## src/hdl/first_occurrence_dedup_bitmap_assert.svh

```systemverilog
// ----------------------------------------------------------------------------
// Assertion macros for the first-occurrence dedup bitmap
// Concurrent checks clocked by aclk and disabled while aresetn is low.
// ----------------------------------------------------------------------------
`ifndef FIRST_OCCURRENCE_DEDUP_BITMAP_ASSERT_SVH
`define FIRST_OCCURRENCE_DEDUP_BITMAP_ASSERT_SVH

`ifndef SYNTHESIS

`define FODB_ASSERT(label, prop, msg) \
    label: assert property (@(posedge aclk) disable iff (!aresetn) prop) else $error(msg);

`define FODB_NEVER(label, cond, msg) \
    label: assert property (@(posedge aclk) disable iff (!aresetn) !(cond)) else $error(msg);

`else

`define FODB_ASSERT(label, prop, msg)

`define FODB_NEVER(label, cond, msg)

`endif

`endif

```

## src/hdl/fodb_pkg.sv

```systemverilog
// ----------------------------------------------------------------------------
// First-occurrence dedup bitmap package
// Field widths, result type and result queue sizing shared by the block.
// ----------------------------------------------------------------------------
`default_nettype none

package fodb_pkg;

    localparam int ID_IN_W         = 16;
    localparam int OUT_POS_W       = 20;
    localparam int S_TDATA_W       = 16;
    localparam int M_TDATA_W       = 24;

    localparam int RES_FIFO_AW     = 3;
    localparam int RES_FIFO_DEPTH  = 1 << RES_FIFO_AW;
    localparam int RES_FIFO_LIMIT  = RES_FIFO_DEPTH - 4;

    typedef struct packed {
        logic [OUT_POS_W-1:0] position;
        logic                 has_position;
        logic                 end_of_column;
    } result_t;

endpackage

`default_nettype wire

```

## src/hdl/fodb_result_fifo.sv

```systemverilog
// ----------------------------------------------------------------------------
// Result queue
// Takes up to two results per cycle and hands out one per transaction.
// ----------------------------------------------------------------------------
`default_nettype none

module fodb_result_fifo import fodb_pkg::*; (
    input  wire logic                   aclk,
    input  wire logic                   aresetn,
    input  wire logic [1:0]             push_cnt,
    input  wire result_t                push_d0,
    input  wire result_t                push_d1,
    input  wire logic                   pop,
    output result_t                     head_data,
    output logic                        not_empty,
    output logic [RES_FIFO_AW:0]        count
);

    result_t                  fifo_mem [RES_FIFO_DEPTH];
    logic [RES_FIFO_AW-1:0]   head_reg, head_next;
    logic [RES_FIFO_AW-1:0]   tail_reg, tail_next;
    logic [RES_FIFO_AW:0]     count_reg, count_next;
    logic [RES_FIFO_AW-1:0]   tail_plus1;
    logic                     do_pop;

    assign do_pop     = pop && (count_reg != '0);
    assign tail_plus1 = RES_FIFO_AW'(tail_reg + 1'b1);

    always_comb begin
        head_next  = do_pop ? RES_FIFO_AW'(head_reg + 1'b1) : head_reg;
        tail_next  = RES_FIFO_AW'(tail_reg + RES_FIFO_AW'(push_cnt));
        count_next = (RES_FIFO_AW + 1)'(count_reg + (RES_FIFO_AW + 1)'(push_cnt)
                     - (RES_FIFO_AW + 1)'(do_pop));
    end

    always_ff @(posedge aclk) begin
        if (!aresetn) begin
            head_reg  <= '0;
            tail_reg  <= '0;
            count_reg <= '0;
        end else begin
            head_reg  <= head_next;
            tail_reg  <= tail_next;
            count_reg <= count_next;
        end
    end

    always_ff @(posedge aclk) begin
        if (push_cnt != 2'd0) begin
            fifo_mem[tail_reg] <= push_d0;
        end
        if (push_cnt == 2'd2) begin
            fifo_mem[tail_plus1] <= push_d1;
        end
    end

    assign head_data = fifo_mem[head_reg];
    assign not_empty = (count_reg != '0);
    assign count     = count_reg;

endmodule

`default_nettype wire

```

## config.mk

```make
export PLATFORM = sky130hd
export DESIGN_NAME = fodb_result_fifo
export DESIGN_NICKNAME = d
export VERILOG_FILES = /design/src/hdl/first_occurrence_dedup_bitmap_assert.svh /design/src/hdl/fodb_pkg.sv /design/src/hdl/fodb_result_fifo.sv
export SDC_FILE = /design/constraint.sdc
export NUM_CORES = 1
export LEC_CHECK = 0
export BUFFER_PORTS_ARGS = -buffer_cell sky130_fd_sc_hd__buf_2
export CELL_PAD_IN_SITES_DETAIL_PLACEMENT = 0
export CELL_PAD_IN_SITES_GLOBAL_PLACEMENT = 1
export CORE_MARGIN = 1.5
export CORE_UTILIZATION = 30
export DETAILED_ROUTE_END_ITERATION = 10
export HOLD_SLACK_MARGIN = 0.12
export PLACE_DENSITY_LB_ADDON = 0.1
export SLEW_MARGIN = 5
export SYNTH_ARGS = -nofsm -noshare
export SYNTH_HDL_FRONTEND = slang
export SYNTH_SLANG_ARGS = --single-unit
```

## constraint.sdc

```tcl
create_clock -name aclk -period 6.89 [get_ports aclk]
set_input_delay 1.0335 -clock aclk [delete_from_list [all_inputs] [get_ports aclk]]
set_output_delay 1.0335 -clock aclk [all_outputs]
set_load 0.05 [all_outputs]
```

**Yosys cells after proc, flatten, opt, wreduce, memory -nomap -nowiden**

Memories as Yosys holds them, arrays and structs flattened. A register that Yosys moved wholly into a read port is not among the register bits.
Index checks and enable logic that the tools add are counted.
Widths: inputs -> output; s select.

- Memory bits (read-only): 0
- Logic and storage cells: 19
- Bits in registers: 10
- Memories kept: 1
- Bits in latches: 0
- RAM bits: 176
- Output and inout bits: 27

- Magnitude comparators: 0
- Div/mod/pow operators: 0
- $mul: 0
- Reductions and logical operators: 3
- Multiplexer cells: 6
- Eq/ne operators: 1
- Shift operators: 0
- $add $sub $neg: 5
- Bitwise gates (word level): 0

Memory list:

| name | words | width | rd ports | clocked after memory_dff | write ports | line | text |
|---|---|---|---|---|---|---|---|
| fifo_mem | 8 | 22 | 1 | 1 | 2 | fodb_result_fifo.sv:19 | `result_t fifo_mem [RES_FIFO_DEPTH];` |

Operators by type and width:

| operator | number |
|---|---|
| $add 3x1->3 const B | 2 |
| $mux 3 | 2 |
| $add 4x2->4 | 1 |
| $mux 1 | 4 |
| $reduce_bool 4->1 | 1 |
| $sub 4x1->4 | 1 |
| $add 3x2->3 | 1 |
| $eq 2x2->1 const B | 1 |
| $reduce_bool 2->1 | 1 |
| $logic_and 1x1->1 | 1 |

**Logic depth before layout (Yosys ltp)**

Gate-level depths: netlist of the first run.

- Depth in word-level cells: 4
- Mapped depth: 10
- Mapped depth without buffers: 10

**Worst setup path before layout of the first run**

OpenSTA, ideal clock, no wires.

- Path type: input -> register
- From: input push_cnt[1]
- To: memory fifo_mem[1][0] in the netlist's numbering, enable pin
- Buffers on the path: 0
- Data arrival time: 2890 ps
- Stages on the path: 2
- Slack: 3565 ps
- Path through: o21ai_0 > o31ai_1

RTL lines:

| element | line | text |
|---|---|---|
| from (decl) | fodb_result_fifo.sv:10 | `input wire logic [1:0] push_cnt,` |
| to (decl) | fodb_result_fifo.sv:19 |  |

==> flow_summary_export.csv, run 1 <==
group,metric,value,unit
yosys,synth-compound-area-share,0.761,%
worst_setup_path,reg2reg_depth,5,
clock_network,clock_latency,440,ps
grt,overflow,0,
yosys,synth_seq_area_share,58.1,%
job,drv_cap,0,
sta,fin_worst_skew,15.9,ps
worst_setup_path,start_kind,"flip-flop",
placed_design,placed_area,0.0104,sq mm
yosys,syn-mean-instance-area,17.7,sq um
grt,grt_pass1_vias,5759,
detailed_routing,detail-route-antenna-nets,0,
clock_network,cts.path.max_buffers,2,
detailed_routing,first_iter_violations,402,
worst_setup_path,critPathMaxFanout,44,
hold_path,min_path_type,"reg2reg",
worst_setup_path,r2r-end,"fifo_mem[0][12]",
sta,worst_pin_slew,1030,ps
clock_network,cts_root_buf,"clkbuf_16",
yosys,synth_top_cell_by_area,"edfxtp_1",
yosys,synth-main-ff-cell,"edfxtp_1",
grt,grtUsageTotal,16.2,%
yosys,synth_fp_nets,597,
die,boundaryPins,76,
placed_design,place_congestion,0.704,
sta,maxSlewHeadroom,31.5,%
status,status,"finished clean",
clock_network,cts_buffers,17,
sta,period_minus_slack,3680,ps
yosys,syn_area,0.00954,sq mm
hold_path,hold_depth,2,
die,core,0.0314,sq mm
placed_design,dp_slack,3380,ps
yosys,synthCells,538,
yosys,synth-seq-cells,189,
sta,setup_violations,0,
yosys,synthTopCellsByArea,"edfxtp_1 (55%), mux2_2 (23%), mux4_2 (10%)",
grt,antenna_found_initial,0,
yosys,synth_cell_types,39,
pwr,p_per_area,302,mW/mm^2
detailed_routing,firstDrtPassIters,4,
placed_design,io_buffers,75,
worst_setup_path,required,5860,ps
yosys,synth_top_family_by_area,"multiplexers",
worst_setup_path,cp-end-kind,"output pin",
detailed_routing,drt_wl_total,25500,microns
yosys,synth-simple-area-share,2.23,%
finish,largest_register_ff_count,176,
sta,post-route-period-util,53.4,%
clock_network,cts_tree,"yes",
die,die_x,181,microns
finish,diodes,0,
worst_setup_path,slowest_delay,1030,ps
pwr,irDropWorstVdd,0.167,mV
die,fp.dieH,181,microns
sta,finalMaxSlewViolations,0,
worst_setup_path,slowest_stage,"dfxtp_4",
worst_setup_path,worst-setup-path-type,"reg2out",
sta,fmax,0.272,GHz
finish,fin_cells,1028,
yosys,yosys.area_share.adder,1.47,%
finish,finalInstanceArea,0.0110,sq mm
worst_setup_path,timing.rr.start,"tail_reg[1]",
placed_design,placed_cells,996,
detailed_routing,vias,5213,
clock_network,postCtsSetupRepairBufs,0,
grt,grt_pass1_wl,38500,microns
clock_network,post_cts_resized,0,
finish,nNetsFinal,672,
pwr,p_leak,3.69,nW
yosys,ys_async_sr_fraction,0,%
yosys,synth-xor-area-share,0.525,%
clock_network,cts_hold_buf,0,
placed_design,hpwl,14700,microns
finish,drive_above_1_share,60.5,%
sta,hold_viol_final,0,
worst_setup_path,arrival,2640,ps
yosys,synth_warnings,0,
yosys,netlist.area_leader.share,55.4,%
detailed_routing,route.detailed.drc,0,
grt,grt_max_degree,45,
sta,setup_tns,0,ps
yosys,synth_edf_count,176,
clock_network,cts_max_level,4,
detailed_routing,viasPerCell,5.07,
die,start_util,30.4,%
die,dieArea,0.0329,sq mm
clock_network,path_clk_slew,70,ps
yosys,synthMuxAreaShare,34.6,%
die,std_cell_rows,65,
worst_setup_path,ff2ff_setup_slack,3810,ps
sta,setup_ws,3210,ps
finish,area_growth_syn_to_layout,14.9,%
sta,grt_setup_unrepaired,"false",
hold_path,min_from,"head_reg[2]",
clock_network,cts.sinks,189,
worst_setup_path,crit_chain,"mux4_2, mux2_2, buf_2",
detailed_routing,wl_per_cell,24.8,microns
cells in the mapped netlist, types with 2 or more instances:
cell type / n
o22ai_1: 2
inv_1: 9
nand3_2: 2
ha_1: 8
mux2i_1: 8
nand2_2: 4
nor2b_1: 2
and2_1: 4
fa_1: 2
o31ai_1: 2
clkbuf_1: 6
dfxtp_1: 13
buf_4: 6
buf_6: 4
edfxtp_1: 176
mux2_1: 5
mux2_2: 192
buf_2: 12
mux4_2: 44
nor2_1: 3
nand2b_1: 4
o21ai_0: 5
nand2_1: 8
xnor2_1: 2
through the flow:
step	hold slack [ps]	util (%)	power (W)
3_5_place_dp	480	33.1	0.00237
5_1_grt	503	34.9	0.00346
6_report	482	34.9	0.00331
4_1_cts	492	34.9	0.00337
2_1_floorplan	456	-	0.00211
3_3_place_gp	456	33.1	0.00236
worst max path at each step:
| stage | slack [ps] | depth (start not counted) | from | endpoint |
|---|---|---|---|---|
| after floorplan | 3560 | 2 | push_cnt[1] | fifo_mem[1][0] |
| after global placement | 3370 | 5 | push_cnt[0] | fifo_mem[7][18] |
| after detailed placement | 3380 | 5 | push_cnt[0] | fifo_mem[3][18] |
| after CTS | 3090 | 3 | flip-flop | head_data[6] |
| after global routing | 3020 | 3 | flip-flop | head_data[3] |
| final | 3210 | 3 | flip-flop | head_data[6] |
layout by cell type (no fill, tap or decap), types with 2 or more instances in the layout:
cell type / synthesis / layout
mux2_2: 192 / 192
edfxtp_1: 176 / 176
buf_2: 12 / 75
mux4_2: 44 / 44
clkbuf_16: 0 / 17
dfxtp_1: 13 / 11
buf_4: 6 / 11
inv_1: 9 / 9
nand2_1: 8 / 8
mux2i_1: 8 / 8
ha_1: 8 / 8
mux2_1: 5 / 5
inv_8: 0 / 5
nand2_2: 4 / 4
nand2b_1: 4 / 4
o21ai_2: 0 / 4
and2_1: 4 / 4
inv_6: 0 / 3
clkinv_2: 0 / 3
nand3_2: 2 / 2
nor2_2: 0 / 2
o31ai_4: 0 / 2
o22ai_2: 0 / 2
nor2b_1: 2 / 2
xnor2_1: 2 / 2
fa_1: 2 / 2
dfxtp_4: 0 / 2
clkinv_8: 0 / 2
clkinv_4: 0 / 2
routing by layer:
metal	vias up	global-route usage (%)	share of wire (%)
met5	-	0	0
met4	0	3.83	1.0
met3	14	2.72	2.5
met2	79	28.4	51
met1	2802	20.8	45
li1	2318	-	-
cells by family after synthesis:
kind of cell             after synthesis
multiplexers                         250
flip-flops                           189
buffers and inverters                 39
AND/OR/NAND/NOR                       34
AO/OA/AOI/OAI                         12
adder cells (fa/ha/maj)               10
XOR/XNOR                               4
final cells by class:
class | instances | area (sq um)
Clock buffer | 17 | 425
Timing Repair Buffer | 86 | 458
Inverter | 9 | 33.8
Sequential cell | 189 | 5550
Tap cell | 402 | 503
Fill cell | 3047 | 20400
Multi-Input combinational cell | 310 | 3840
Clock inverter | 15 | 148
where the power goes:
part / total (W) / internal [W] / switching [W]
logic: 0.000860 / 0.000334 / 0.000525
clock network: 0.000981 / 0.000484 / 0.000497
registers: 0.00147 / 0.00138 / 0.0000850
total: 0.00331 / 0.00220 / 0.00111
worst max-delay path, delay by kind of cell (launching register included):
kind	cells	cell delay, ps
buffers and inverters	1	220
muxes	2	930
DFF	1	1030
(Power assumes the default switching activity.)
==> run 2, diff against run 1 <==
Settings changed: ABC_AREA set to 1.
Clock period 6.89 ns to 3.2 ns, I/O delays scaled along.
==> run 2 against run 1 <==
Synthesized area rose by 13%. Largest cell class unchanged. First-iteration DRC count increased by 60%. Critical path depth rose by 6. Sequential share of layout area fell by 4.7 points.
==> flow_summary_export.csv, run 2 <==
group,metric,value,unit
worst_setup_path,required,2720,ps
finish,final_common_cell,"nand2_1",
grt,grtUsageTotal,20.9,%
sta,setup_violations,0,
yosys,synth_top_cell_by_area,"edfxtp_1",
finish,mostFrequentLayoutCells,"nand2_1 (804), nand3_1 (202), edfxtp_1 (176), buf_2 (75), inv_1 (65)",
status,status,"finished clean",
worst_setup_path,worst-setup-path-type,"reg2out",
finish,nNetsFinal,1494,
yosys,synth_seq_area_share,51.6,%
clock_network,cts_buffers,17,
yosys,synth-main-ff-cell,"edfxtp_1",
yosys,synth-seq-cells,189,
clock_network,cts.sinks,189,
detailed_routing,first_iter_violations,645,
sta,period_minus_slack,2840,ps
die,core,0.0354,sq mm
sta,fin_worst_skew,13.7,ps
placed_design,io_buffers,75,
worst_setup_path,timing.rr.start,"tail_reg[0]",
finish,n_fill_cell,3754,
clock_network,post_cts_resized,0,
worst_setup_path,critPathMaxFanout,27,
die,fp.dieH,192,microns
worst_setup_path,slowest_delay,390,ps
finish,area_growth_syn_to_layout,12.4,%
grt,grt_pass1_vias,8769,
worst_setup_path,start_kind,"flip-flop",
sta,fin_worst_hold_slack,311,ps
clock_network,cts_hold_buf,0,
die,start_util,30.3,%
finish,largest_register_ff_count,176,
worst_setup_path,slowest_stage,"buf_4",
yosys,synth_warnings,0,
die,std_cell_rows,69,
detailed_routing,vias,9068,
job,drv_cap,0,
clock_network,clock_latency,450,ps
detailed_routing,viasPerCell,4.75,
worst_setup_path,r2r-end,"fifo_mem[5][16]",
detailed_routing,detail-route-antenna-nets,0,
sta,worst_pin_slew,1060,ps
grt,grt_pass1_wl,55400,microns
die,die_x,192,microns
yosys,syn-mean-instance-area,7.48,sq um
sta,post-route-period-util,88.7,%
worst_setup_path,crit_path_end,"head_data[7]",
sta,fmax,0.352,GHz
sta,finalMaxSlewViolations,0,
sta,grt_setup_unrepaired,"false",
finish,drive_above_1_share,10.8,%
pwr,irDropWorstVdd,0.330,mV
yosys,syn_area,0.0107,sq mm
sta,maxSlewHeadroom,29.3,%
worst_setup_path,cp_common_cell,"nand2_1",
worst_setup_path,ff2ff_setup_slack,740,ps
clock_network,cts_root_buf,"clkbuf_16",
hold_path,min_path_type,"in2reg",
placed_design,hpwl,22000,microns
yosys,synthTopCellsByArea,"edfxtp_1 (49%), nand2_1 (28%), nand3_1 (9.4%)",
detailed_routing,wl_per_cell,19.6,microns
clock_network,cts_tree,"yes",
yosys,synth_fp_nets,1495,
yosys,netlist.area_leader.share,49.2,%
pwr,p_leak,5.73,nW
die,boundaryPins,76,
clock_network,postCtsSetupRepairBufs,0,
clock_network,cts_max_level,4,
placed_design,place_congestion,0.734,
detailed_routing,firstDrtPassIters,5,
worst_setup_path,crit_chain,"inv_2, buf_4, nand2_1, nand2_1, nand2_1, nand2_1, nand2_1, nand2_1, buf_2",
sta,hold_viol_final,0,
sta,setup_tns,0,ps
pwr,p_per_area,672,mW/mm^2
detailed_routing,drt_wl_total,37500,microns
clock_network,path_clk_slew,80,ps
clock_network,cts.path.max_buffers,2,
yosys,synth_cell_types,19,
grt,overflow,0,
yosys,synth_common_cells,"nand2_1 (804), nand3_1 (202), edfxtp_1 (176)",
hold_path,min_from,"aresetn",
yosys,ys_async_sr_fraction,0,%
grt,antenna_found_initial,3,
die,dieArea,0.0370,sq mm
yosys,synthCells,1436,
detailed_routing,route.detailed.drc,0,
worst_setup_path,cp-end-kind,"output pin",
grt,grt_max_degree,89,
yosys,yosys.cell_count.top_type,"nand2_1",
worst_setup_path,reg2reg_depth,8,
yosys,synth_edf_count,176,
worst_setup_path,arrival,2360,ps
run 2: changes by cell type after synthesis, moves of 44 or more:
cell,previous run,this run
mux2_2,192,0
inv_1,9,65
nand3_1,1,202
mux4_2,44,0
buf_2,12,60
nand2_1,8,804
run 2: layer usage:
layer  vias up  wire [microns]  track usage, %
met5         -               0               0
met4         0             533            5.01
met3        33            1290            2.48
met2       196           18600            36.1
met1      4294           17000            27.6
li1       4545               -               -
run 2: cell type report:
class	instances	area (sq um)	area share (%)
antenna	2	5.00	0.0415
clock buffer	22	497	4.11
clock inverter	10	75.1	0.622
inverter	69	259	2.15
multi-input combinational	1050	4460	37.0
sequential	189	5550	46.0
tap	461	577	4.78
timing repair buffer	108	648	5.37
run 2: critical path, delay by kind of cell (launching register included):
family / cells / cell delay [ps]
flops: 1 / 360
simple gates: 6 / 480
buf+inv: 3 / 1030
run 2: worst min-delay path by stage:
stage	endpoint	slack, ps	depth (start not counted)
5_1_grt	count[0]	320	3
3_5_place_dp	head_reg[1]	490	2
6_report	tail_reg[0]	310	3
4_1_cts	tail_reg[0]	300	3
2_1_floorplan	flip-flop	470	2
3_3_place_gp	head_reg[1]	490	2
run 2: where the power goes:
| group | internal, W | switching [W] |
|---|---|---|
| sequential | 0.00299 | 0.0000955 |
| combinational | 0.000680 | 0.00223 |
| clock | 0.00112 | 0.00100 |
| total | 0.00479 | 0.00333 |
run 2: cells by family (layout without fill, tap and decap cells):
kind of cell | after synthesis | in the layout | synth area share, %
buffers and inverters | 197 | 209 | 7.83
xor gates and xnor gates | 2 | 2 | 0.163
and+or+nand+nor | 1025 | 1025 | 38.5
other | 0 | 2 | 0
DFF | 189 | 189 | 51.6
adders and majority gates | 10 | 10 | 1.30
AOI/OAI and AO/OA | 13 | 13 | 0.606
run 2: through the flow:
step | total power [W] | std cells | cell area (sq um) | worst slack [ps] | util (%)
4_1_cts | 0.00820 | 1909 | 12100 | 290 | 34.1
3_3_place_gp | 0.00610 | 1877 | 11500 | 658 | 32.5
3_5_place_dp | 0.00610 | 1877 | 11500 | 655 | 32.5
2_1_floorplan | 0.00514 | 1436 | 10700 | 467 | -
5_1_grt | 0.00857 | 1910 | 12100 | 177 | 34.1
6_report | 0.00812 | 1911 | 12100 | 363 | 34.1
==> run 3, diff against run 2 <==
Settings changed: CTS_BUF_LIST set to sky130_fd_sc_hd__clkbuf_4 sky130_fd_sc_hd__clkbuf_8 sky130_fd_sc_hd__clkbuf_16.
==> run 3 against run 2 <==
Maximum frequency grew 0.27%. Register-to-register slack barely moved. Highest routed layer unchanged. Sequential cell count unchanged. Combinational power barely moved.
==> flow_summary_export.csv, run 3 (synthesis gave the netlist of run 2 again) <==
group,metric,value,unit
status,status,"finished clean",
finish,drive_above_1_share,11.0,%
sta,finalMaxSlewViolations,0,
clock_network,post_cts_resized,0,
die,fp.dieH,192,microns
pwr,clkPwrFrac,26.3,%
sta,setup_tns,0,ps
worst_setup_path,start_kind,"flip-flop",
sta,setup_ws,370,ps
clock_network,cts_max_level,4,
sta,worst_pin_slew,1070,ps
detailed_routing,detail-route-antenna-nets,0,
clock_network,path_clk_slew,80,ps
pwr,power,0.00813,W
sta,period_minus_slack,2830,ps
placed_design,io_buffers,75,
grt,antenna_found_initial,3,
clock_network,clock_latency,450,ps
detailed_routing,route.detailed.drc,0,
worst_setup_path,critPathMaxFanout,27,
die,std_cell_rows,69,
worst_setup_path,timing.rr.start,"tail_reg[0]",
sta,hold_viol_final,0,
worst_setup_path,cp_common_cell,"nand2_1",
pwr,combPwrFrac,35.8,%
worst_setup_path,crit_chain,"inv_2, buf_4, nand2_1, nand2_1, nand2_1, nand2_1, nand2_1, nand2_1, buf_2",
worst_setup_path,r2r-end,"fifo_mem[5][16]",
pwr,intPower,0.00481,W
clock_network,cts_hold_buf,0,
finish,n_fill_cell,3752,
worst_setup_path,reg2reg_depth,8,
clock_network,cts.sinks,189,
sta,setup_violations,0,
grt,grt_max_degree,89,
worst_setup_path,ff2ff_setup_slack,730,ps
detailed_routing,wl_per_cell,19.6,microns
clock_network,postCtsSetupRepairBufs,0,
pwr,p_leak,5.74,nW
detailed_routing,vias,9060,
detailed_routing,first_iter_violations,633,
die,core,0.0354,sq mm
worst_setup_path,slowest_delay,390,ps
pwr,p_per_area,673,mW/mm^2
worst_setup_path,worst-setup-path-type,"reg2out",
grt,overflow,0,
finish,largest_register_ff_count,176,
die,dieArea,0.0370,sq mm
detailed_routing,firstDrtPassIters,5,
sta,fin_worst_skew,12.8,ps
clock_network,cts_tree,"yes",
pwr,switching_power,0.00332,W
worst_setup_path,required,2720,ps
grt,grt_pass1_wl,55400,microns
finish,nNetsFinal,1494,
sta,maxSlewHeadroom,28.5,%
worst_setup_path,slowest_stage,"buf_4",
placed_design,place_congestion,0.734,
job,drv_cap,0,
die,start_util,30.3,%
pwr,irDropWorstVdd,0.333,mV
grt,grtUsageTotal,20.9,%
pwr,power_frac_seq,38.0,%
pwr,p_sw_share,40.9,%
detailed_routing,drt_wl_total,37400,microns
die,boundaryPins,76,
worst_setup_path,cp-end-kind,"output pin",
die,die_x,192,microns
clock_network,cts_root_buf,"clkbuf_16",
hold_path,min_path_type,"in2reg",
placed_design,dp_slack,655,ps
grt,grt_pass1_vias,8761,
clock_network,cts.path.max_buffers,2,
placed_design,hpwl,22000,microns
finish,final_common_cell,"nand2_1",
detailed_routing,viasPerCell,4.74,
sta,fmax,0.353,GHz
worst_setup_path,crit_path_end,"head_data[7]",
worst_setup_path,arrival,2350,ps
sta,grt_setup_unrepaired,"false",
clock_network,cts_buffers,17,
sta,fin_worst_hold_slack,308,ps
finish,mostFrequentLayoutCells,"nand2_1 (804), nand3_1 (202), edfxtp_1 (176), buf_2 (75), inv_1 (65)",
finish,area_growth_syn_to_layout,12.5,%
sta,post-route-period-util,88.4,%
run 3: cell counts in the layout (fill, tap and decap cells not counted):
Identical to the previous run, type by type.
run 3: worst min path at each step:
stage / from / cells past startpoint / end / slack (ps)
after CTS: aresetn / 3 / tail_reg[0] / 300
after global placement: head_reg[1] / 2 / head_reg[1] / 490
after detailed placement: head_reg[1] / 2 / head_reg[1] / 490
final: aresetn / 3 / tail_reg[0] / 310
after floorplan: head_reg[1] / 2 / flip-flop / 470
after global routing: aresetn / 3 / count[0] / 320
run 3: metal layers:
layer | vias up | global-route usage [%] | share of wire, %
met2 | 205 | 36.1 | 50
met5 | - | 0 | 0
met1 | 4276 | 27.6 | 45
li1 | 4546 | - | -
met3 | 33 | 2.59 | 3.9
met4 | 0 | 4.92 | 1.4
run 3: area by class of cell:
type                    count  area [sq um]  area share [%]
diodes                      2          5.00          0.0414
well taps                 461           577            4.77
inverters                  69           259            2.14
multi-input cells        1050          4460            36.9
flip-flops and latches    189          5550            45.9
clock inverters            10          75.1           0.621
repair buffers            108           648            5.37
clock buffers              22           504            4.17
run 3: per-stage QoR:
stage               instance area, sq um  util [%]  instances
CTS                                12100      34.1       1909
floorplan                          10700         -       1436
detailed placement                 11500      32.5       1877
finish                             12100      34.1       1911
global route                       12100      34.1       1910
global placement                   11500      32.5       1877
run 3: power by group through the flow:
stage	Clock (W)	Sequential, W	Combinational (W)
finish	0.00214	0.00309	0.00291
CTS	0.00216	0.00309	0.00296
global placement	0	0.00314	0.00295
global route	0.00224	0.00311	0.00323
detailed placement	0	0.00314	0.00295
floorplan	0	0.00317	0.00197
run 3: critical path: cells and delay by family, from the launching register on:
family | cells | cell delay, ps
and+or+nand+nor | 6 | 480
DFF | 1 | 360
buffers and inverters | 3 | 1030
